$ cat src/hdl/agpf_pkg.sv
// ----------------------------------------------------------------------------
// agpf_pkg - shared types and constants for the pose fusion block
// Gain type, widths and config register indices used by the divider and the top level.
// ----------------------------------------------------------------------------
package agpf_pkg;
    localparam int GAIN_BITS = 16;
    localparam int WEIGHT_BITS = 16;
    localparam int CFG_IDX_BITS = 2;
    localparam int CFG_DATA_BITS = 22;

    localparam logic [CFG_IDX_BITS-1:0] REG_WEIGHT_ONE = 2'd0;
    localparam logic [CFG_IDX_BITS-1:0] REG_WEIGHT_TWO = 2'd1;
    localparam logic [CFG_IDX_BITS-1:0] REG_Y_OFFSET   = 2'd2;

    typedef logic [GAIN_BITS-1:0] t_gain;
endpackage

$ cat src/hdl/agpf_div.sv
// ----------------------------------------------------------------------------
// agpf_div - fractional restoring divider
// q = floor(n * 2^16 / d), one quotient bit per cycle; 65535 if n >= d, 0 if d == 0.
// ----------------------------------------------------------------------------
module agpf_div #(
    parameter int W = 72
) (
    input  logic                  i_clk,
    input  logic                  i_rst_n,
    input  logic                  i_start,
    input  logic [W-1:0]          i_num,
    input  logic [W-1:0]          i_den,
    output logic                  o_done,
    output agpf_pkg::t_gain       o_quot
);
    import agpf_pkg::*;

    logic [W:0]   r_rem, n_rem;
    logic [W-1:0] r_den;
    t_gain        r_q, n_q;
    logic [4:0]   r_cnt, n_cnt;
    logic         r_busy, n_busy, r_done, n_done;
    logic [W:0]   w_sh;

    assign w_sh = {r_rem[W-1:0], 1'b0};

    always_comb begin
        n_rem = r_rem; n_q = r_q; n_cnt = r_cnt; n_busy = r_busy; n_done = 1'b0;
        if (i_start) begin
            n_rem = {1'b0, i_num};
            if (i_den == '0) begin
                n_q = '0; n_done = 1'b1;
            end else if (i_num >= i_den) begin
                n_q = '1; n_done = 1'b1;
            end else begin
                n_q = '0; n_cnt = 5'(GAIN_BITS); n_busy = 1'b1;
            end
        end else if (r_busy) begin
            if (w_sh >= {1'b0, r_den}) begin
                n_rem = w_sh - {1'b0, r_den};
                n_q = {r_q[GAIN_BITS-2:0], 1'b1};
            end else begin
                n_rem = w_sh;
                n_q = {r_q[GAIN_BITS-2:0], 1'b0};
            end
            n_cnt = r_cnt - 5'd1;
            if (r_cnt == 5'd1) begin
                n_busy = 1'b0; n_done = 1'b1;
            end
        end
    end

    always_ff @(posedge i_clk) begin
        if (!i_rst_n) begin
            r_busy <= 1'b0; r_done <= 1'b0; r_cnt <= '0;
        end else begin
            r_busy <= n_busy; r_done <= n_done; r_cnt <= n_cnt;
        end
        r_rem <= n_rem;
        r_q <= n_q;
        if (i_start) r_den <= i_den;
    end

    assign o_done = r_done;
    assign o_quot = r_q;
endmodule

$ cat src/hdl/adaptive_gain_pose_fusion.sv
// ----------------------------------------------------------------------------
// adaptive_gain_pose_fusion - two-source adaptive gain x,y fusion
// ----------------------------------------------------------------------------
// Slave stream: one word carries src1_x, src1_y, src2_x, src2_y.
// Master stream: one word carries fused_x, fused_y, the estimate after the word.
// Config port: i_cfg_we / i_cfg_idx / i_cfg_data; index 0 weight one, 1 weight
// two, 2 source one y offset. Write only while idle.
// Each word runs four sub-steps in order (src1 x, src1 y, src2 x, src2 y). A
// sub-step forms fp, then num/den, then runs a divide for the new gain, a
// second divide, a step multiply and a writeback; the bit-serial divider sets
// its pace (two divides per sub-step). A divide whose den is zero or whose num
// reaches den skips the bit-serial loop. A new word is taken only once the
// last result has moved to the output register.
// s_axis_tready is high only while idle. A stalled receiver holds the result in
// the output register while the next word is computed; that word then waits
// until the output register is free, and no further word is taken meanwhile.
// Reset clears estimates, gains and previous measurements to zero and loads
// the register reset values.
// ----------------------------------------------------------------------------
module adaptive_gain_pose_fusion #(
    parameter int POS_WIDTH = 22,
    parameter int FRAC_BITS = 16
) (
    input  logic                                i_clk,
    input  logic                                i_rst_n,
    input  logic                                s_axis_tvalid,
    output logic                                s_axis_tready,
    // src1_x, src1_y, src2_x, src2_y from bit 0 up
    input  logic [((4*POS_WIDTH+7)/8)*8-1:0]    s_axis_tdata,
    output logic                                m_axis_tvalid,
    input  logic                                m_axis_tready,
    // fused_x, fused_y from bit 0 up
    output logic [((2*POS_WIDTH+7)/8)*8-1:0]    m_axis_tdata,
    input  logic                                i_cfg_we,
    input  logic [agpf_pkg::CFG_IDX_BITS-1:0]   i_cfg_idx,
    input  logic [POS_WIDTH-1:0]                i_cfg_data
);
    import agpf_pkg::*;

    localparam int P = POS_WIDTH;
    localparam int OW = ((2*P+7)/8)*8;
    localparam int DW = WEIGHT_BITS + GAIN_BITS + 1 + FRAC_BITS + 2;
    localparam int MW = P + 1 + GAIN_BITS;

    localparam logic [2:0] ST_IDLE = 3'd0;
    localparam logic [2:0] ST_MUL1 = 3'd1;
    localparam logic [2:0] ST_DIV1 = 3'd2;
    localparam logic [2:0] ST_MUL2 = 3'd3;
    localparam logic [2:0] ST_DIV2 = 3'd4;
    localparam logic [2:0] ST_STEP = 3'd5;
    localparam logic [2:0] ST_WB   = 3'd6;
    localparam logic [2:0] ST_OUT  = 3'd7;

    localparam logic signed [P:0] PMAX = (P+1)'((64'd1 << (P-1)) - 64'd1);
    localparam logic signed [P:0] PMIN = -PMAX - (P+1)'(1);

    logic [WEIGHT_BITS-1:0] r_w1, r_w2;
    logic signed [P-1:0]    r_yoff;
    logic signed [P-1:0]    r_est [2];
    logic signed [P-1:0]    r_prev [4];
    t_gain                  r_gain [4];
    logic signed [P-1:0]    r_meas [4];
    logic [2:0]             r_st;
    logic [1:0]             r_slot;
    logic [P:0]             r_fp;
    logic [DW-1:0]          r_num, r_den;
    logic [MW-1:0]          r_prod;
    logic                   r_ovalid;
    logic [2*P-1:0]         r_odata;
    logic                   r_dstart;
    logic                   w_ddone;
    t_gain                  w_q;

    logic [WEIGHT_BITS-1:0] w_a;
    logic signed [P-1:0]    w_e, w_m;
    logic signed [P:0]      w_diff, w_delta, w_ysum, w_new;
    logic [P:0]             w_mag;
    logic [P:0]             w_step;
    logic signed [P:0]      w_sum;
    t_gain                  w_kg;
    logic [WEIGHT_BITS+GAIN_BITS-1:0] w_akg;
    logic [DW-1:0]          w_fps, w_n, w_d;
    logic                   w_oload;

    assign w_a = r_slot[1] ? r_w2 : r_w1;
    assign w_e = r_est[r_slot[0]];
    assign w_m = r_meas[r_slot];
    assign w_diff = {w_e[P-1], w_e} - {r_prev[r_slot][P-1], r_prev[r_slot]};
    assign w_delta = {w_m[P-1], w_m} - {w_e[P-1], w_e};
    assign w_mag = w_delta[P] ? (P+1)'(-w_delta) : w_delta;
    assign w_kg = (r_st == ST_MUL2) ? w_q : r_gain[r_slot];
    assign w_akg = w_a * w_kg;
    assign w_fps = DW'(r_fp) << GAIN_BITS;
    assign w_n = (DW'(w_akg) << FRAC_BITS) + w_fps;
    assign w_d = ((DW'(w_akg) + (DW'(w_a) << GAIN_BITS)) << FRAC_BITS) + w_fps;
    assign w_step = r_prod[MW-1:GAIN_BITS];
    assign w_sum = w_delta[P] ? {w_e[P-1], w_e} - $signed(w_step)
                              : {w_e[P-1], w_e} + $signed(w_step);
    assign w_new = w_sum;
    assign w_ysum = {s_axis_tdata[2*P-1], s_axis_tdata[2*P-1:P]} + {r_yoff[P-1], r_yoff};
    // result moves to the output register once that register is free
    assign w_oload = (r_st == ST_OUT) && (!r_ovalid || m_axis_tready);

    agpf_div #(.W(DW)) u_div (
        .i_clk(i_clk), .i_rst_n(i_rst_n), .i_start(r_dstart),
        .i_num(r_num), .i_den(r_den), .o_done(w_ddone), .o_quot(w_q)
    );

    assign s_axis_tready = (r_st == ST_IDLE);
    assign m_axis_tvalid = r_ovalid;
    assign m_axis_tdata = OW'(r_odata);

    always_ff @(posedge i_clk) begin
        if (!i_rst_n) begin
            r_w1 <= 16'd16384; r_w2 <= 16'd128;
            r_yoff <= P'(-19661);
            r_est[0] <= '0; r_est[1] <= '0;
            for (int i = 0; i < 4; i++) begin
                r_prev[i] <= '0; r_gain[i] <= '0;
            end
            r_st <= ST_IDLE; r_slot <= '0; r_ovalid <= 1'b0; r_dstart <= 1'b0;
        end else begin
            r_dstart <= (r_st == ST_DIV1) || ((r_st == ST_MUL2) && w_ddone);
            if (i_cfg_we) begin
                case (i_cfg_idx)
                    REG_WEIGHT_ONE: r_w1 <= i_cfg_data[WEIGHT_BITS-1:0];
                    REG_WEIGHT_TWO: r_w2 <= i_cfg_data[WEIGHT_BITS-1:0];
                    REG_Y_OFFSET:   r_yoff <= i_cfg_data;
                    default: ;
                endcase
            end
            if (w_oload) r_ovalid <= 1'b1;
            else if (m_axis_tready) r_ovalid <= 1'b0;
            case (r_st)
                ST_IDLE: begin
                    if (s_axis_tvalid && s_axis_tready) begin
                        r_meas[0] <= s_axis_tdata[P-1:0];
                        r_meas[1] <= (w_ysum > PMAX) ? PMAX[P-1:0] :
                                     (w_ysum < PMIN) ? PMIN[P-1:0] : w_ysum[P-1:0];
                        r_meas[2] <= s_axis_tdata[3*P-1:2*P];
                        r_meas[3] <= s_axis_tdata[4*P-1:3*P];
                        r_slot <= '0;
                        r_st <= ST_MUL1;
                    end
                end
                ST_MUL1: begin
                    r_fp <= w_diff[P] ? (P+1)'(-w_diff) : w_diff;
                    r_prev[r_slot] <= w_m;
                    r_st <= ST_DIV1;
                end
                ST_DIV1: begin
                    // fp is registered; form num/den and start the gain divide
                    r_num <= w_n; r_den <= w_d;
                    r_st <= ST_MUL2;
                end
                ST_MUL2: begin
                    if (w_ddone) begin
                        r_gain[r_slot] <= w_q;
                        r_num <= w_n; r_den <= w_d;
                        r_st <= ST_DIV2;
                    end
                end
                ST_DIV2: begin
                    if (w_ddone) begin
                        r_prod <= MW'(w_mag) * MW'(w_q);
                        r_st <= ST_STEP;
                    end
                end
                ST_STEP: r_st <= ST_WB;
                ST_WB: begin
                    r_est[r_slot[0]] <= (w_new > PMAX) ? PMAX[P-1:0] :
                                        (w_new < PMIN) ? PMIN[P-1:0] : w_new[P-1:0];
                    r_slot <= r_slot + 2'd1;
                    r_st <= (r_slot == 2'd3) ? ST_OUT : ST_MUL1;
                end
                ST_OUT: begin
                    if (w_oload) begin
                        r_odata <= {r_est[1], r_est[0]};
                        r_st <= ST_IDLE;
                    end
                end
                default: r_st <= ST_IDLE;
            endcase
        end
    end
endmodule

$ cat config.mk
export PLATFORM = sky130hd
export DESIGN_NAME = adaptive_gain_pose_fusion
export DESIGN_NICKNAME = d
export VERILOG_FILES = /design/src/hdl/agpf_pkg.sv /design/src/hdl/agpf_div.sv /design/src/hdl/adaptive_gain_pose_fusion.sv
export SDC_FILE = /design/constraint.sdc
export NUM_CORES = 2
export LEC_CHECK = 0
export BUFFER_PORTS_ARGS = -buffer_cell sky130_fd_sc_hd__buf_2
export CAP_MARGIN = 10
export CORE_UTILIZATION = 55
export CTS_BUF_LIST = sky130_fd_sc_hd__clkbuf_16
export CTS_CLUSTER_SIZE = 16
export DETAILED_ROUTE_END_ITERATION = 12
export GPL_ROUTABILITY_DRIVEN = 0
export PLACE_DENSITY = 0.72
export SETUP_SLACK_MARGIN = 0.15
export SYNTH_ARGS = -nofsm -noshare
export SYNTH_HDL_FRONTEND = slang
export SYNTH_HIERARCHICAL = 1
export SYNTH_SLANG_ARGS = --single-unit
$ cat constraint.sdc
create_clock -name i_clk -period 12.5 [get_ports i_clk]
set_clock_uncertainty 0.1 [all_clocks]
set_input_delay 2.5 -clock i_clk [delete_from_list [all_inputs] [get_ports i_clk]]
set_output_delay 2.5 -clock i_clk [all_outputs]
set_load 0.05 [all_outputs]
==> flow_summary.toml <==
[outcome]
outcome = "complete, no violations"

[synthesis]
synth_area_per_cell_sq_um = 9.81
ys_seq_elements = 614
seq_area_frac_synth_pct = 31.1
synth-edff-count = 543
synth_top_area_share_pct = 28.6
synthArstFlopShare_pct = 0
netlist_top_cells_count = "810 x inv_1, 698 x nand2_1, 543 x edfxtp_1, 492 x fa_1, 454 x ha_1"
synth_top_cells_by_area = "edfxtp_1 29%, fa_1 17%, ha_1 10%, inv_1 5.3%, nand2_1 4.6%"
ys.flop_type = "edfxtp_1"
yosysTopAreaCell = "edfxtp_1"
yosysWarningCount = 6
syn_area_sq_um = 57000
netlist_instances = 5806
synth.distinct_cells = 101
yosys.cell_count.top_type = "inv_1"

[drt]
drt-total-wl_microns = 148000
drc = 0
vias = 42944
viasPerCell = 5.79
wl_met3_microns = 13100
maxUsedRoutingLayer = "met5"
wl_per_cell_microns = 20.0
firstDrtPassIters = 8
drt_first_iter_violations = 3419
ant_nets = 0
wl_met2_microns = 69300
wl_met1_microns = 60400

[timing]
setup_viol = 0
final.period_utilization_pct = 89.7
period_minus_slack_ns = 11.21
worst_pin_slew_ns = 1.25
maxSlewHeadroom_pct = 16.5
fmax_ghz = 0.0892
setup_tns_ns = 0
hold_violations = 0
rsz0062_at_grt = "false"
maxSlewViolCount = 0

[worst_setup_path]
crit_path_end_kind = "flop"
cp_max_fo = 31
critPathRequiredTime_ns = 12.80
cpMostUsedCell = "fa_1"
reg2reg_slack_ns = 1.29
crit_slowest_cell = "dfxtp_4"
worstSetupPathType = "reg -> reg"
ff2ff_path_depth = 35
cp-start-kind = "flop"
slowest_delay_ns = 0.72
worstReg2RegEnd = "r_prod[33]"
crit_path_end = "r_prod[33]"
crit_arrival_ns = 11.51

[grt]
grt_overflow = 0
antenna_found_initial = 5
grt_pass1_vias = 43408
grt.total_usage_pct = 28.9
grt_max_degree = 86
grt_pass1_wl_microns = 236000

[clock_network]
cts-root-buf = "clkbuf_16"
cts_buffers = 70
cts.sinks = 614
htreeDepth = 3
ctsHoldBuffers = 0
cts_setup_buffers = 0
tritoncts = "built"
cts.path.max_buffers = 3
path_clk_slew_ns = 0.06
cts_resized = 0
insertion_delay_ns = 0.65

[placed_design]
portBuffers = 162
dp_hpwl_microns = 114000

[worst_hold_path]
hp-class = "reg -> reg"
worstHoldStart = "r_est[1][6]"

[final_layout]
layout-drive-gt1-share_pct = 8.73
syn2layout_area_growth_pct = 8.70
fin_nets = 7051
n_fill_cell = 8586

[floorplan]
num_rows = 117
die_y_microns = 324
start_util_pct = 55.7
dieArea_sq_um = 105000
fp.dieW_microns = 324
pin_count = 167
core_area_sq_um = 102000

[job]
drv_cap = 0
critical path: cells and delay by family, from the launching register on:
family                   cells  cell delay [ns]
adder cells (fa/ha/maj)      9             4.03
AO/OA/AOI/OAI                8             2.57
AND/OR/NAND/NOR              9             1.64
XOR/XNOR                     3             0.93
flip-flops                   1             0.72
multiplexers                 1             0.58
buffers and inverters        5             0.36
area by class of cell:
type,instances,area (sq um),area share [%]
antenna,1,2.50,0.00404
multi-input combinational,4237,35600,57.5
tap,1368,1710,2.76
clock inverter,59,567,0.916
inverter,816,3060,4.95
timing repair buffer,249,1460,2.36
clock buffer,70,1750,2.83
sequential,614,17700,28.6
layout by cell type (no fill, tap or decap), types with 46 or more instances in the layout:
cell       Yosys  final
a21boi_0      49     49
a21o_1       140    140
a21oi_1      266    266
and2_1       306    306
buf_2         19    162
buf_4          6     87
clkbuf_16      0     70
conb_1         1     91
dfxtp_1       71     68
edfxtp_1     543    543
fa_1         492    492
ha_1         454    454
inv_1        810    821
mux4_2        60     60
nand2_1      698    698
nand2b_1      46     46
nand3_1       84     84
nor2_1       326    324
nor3_1        56     53
o21a_1        55     55
o21ai_0      210    204
o21ai_1       49     52
xnor2_1      174    174
xor2_1       107    106
worst min-delay path by stage:
stage                      end  slack, ns  cells after the start
6_report           r_odata[28]       0.34                      0
5_1_grt            r_odata[28]       0.35                      0
4_1_cts        u_div/r_den[36]       0.34                      0
3_5_place_dp        r_odata[2]       0.33                      0
3_3_place_gp        r_odata[2]       0.33                      0
2_1_floorplan      r_odata[23]       0.32                      0
layer usage:
layer | global-route usage, % | up-vias
met5 | 0 | -
met4 | 9.69 | 2
met3 | 5.70 | 309
met2 | 47.4 | 1747
met1 | 38.5 | 21028
li1 | - | 19858
logic make-up after synthesis:
| family | synth area share, % |
|---|---|
| XOR/XNOR | 4.35 |
| adder cells (fa/ha/maj) | 27.3 |
| buffers and inverters | 7.03 |
| other | 0.00658 |
| AND/OR/NAND/NOR | 14.7 |
| flip-flops | 31.1 |
| AO/OA/AOI/OAI | 11.6 |
| multiplexers | 3.86 |
metrics by stage:
stage	hold WS [ns]	setup WS (ns)	utilization [%]	cell area [sq um]	instances
after floorplan	0.320	1.78	-	57300	5896
after detailed placement	0.333	1.42	58.3	59600	7284
after global routing	0.348	0.577	60.6	61900	7413
after CTS	0.341	1.41	60.6	61900	7413
after global placement	0.327	1.71	58.3	59600	7284
final	0.338	1.29	60.6	61900	7414
registers in the layout, summed over array words and instances, names as in the netlist, 22 cells and up, named ones only:
register,cells
r_odata,44
u_div/r_den,51
r_fp,23
r_num,33
r_prod,23
r_prev,88
r_yoff,22
r_est,44
u_div/r_rem,51
r_meas,88
r_gain,64
Power is not shown: default switching activity piles up to over one toggle a cycle in this logic, so the estimate is an artifact.
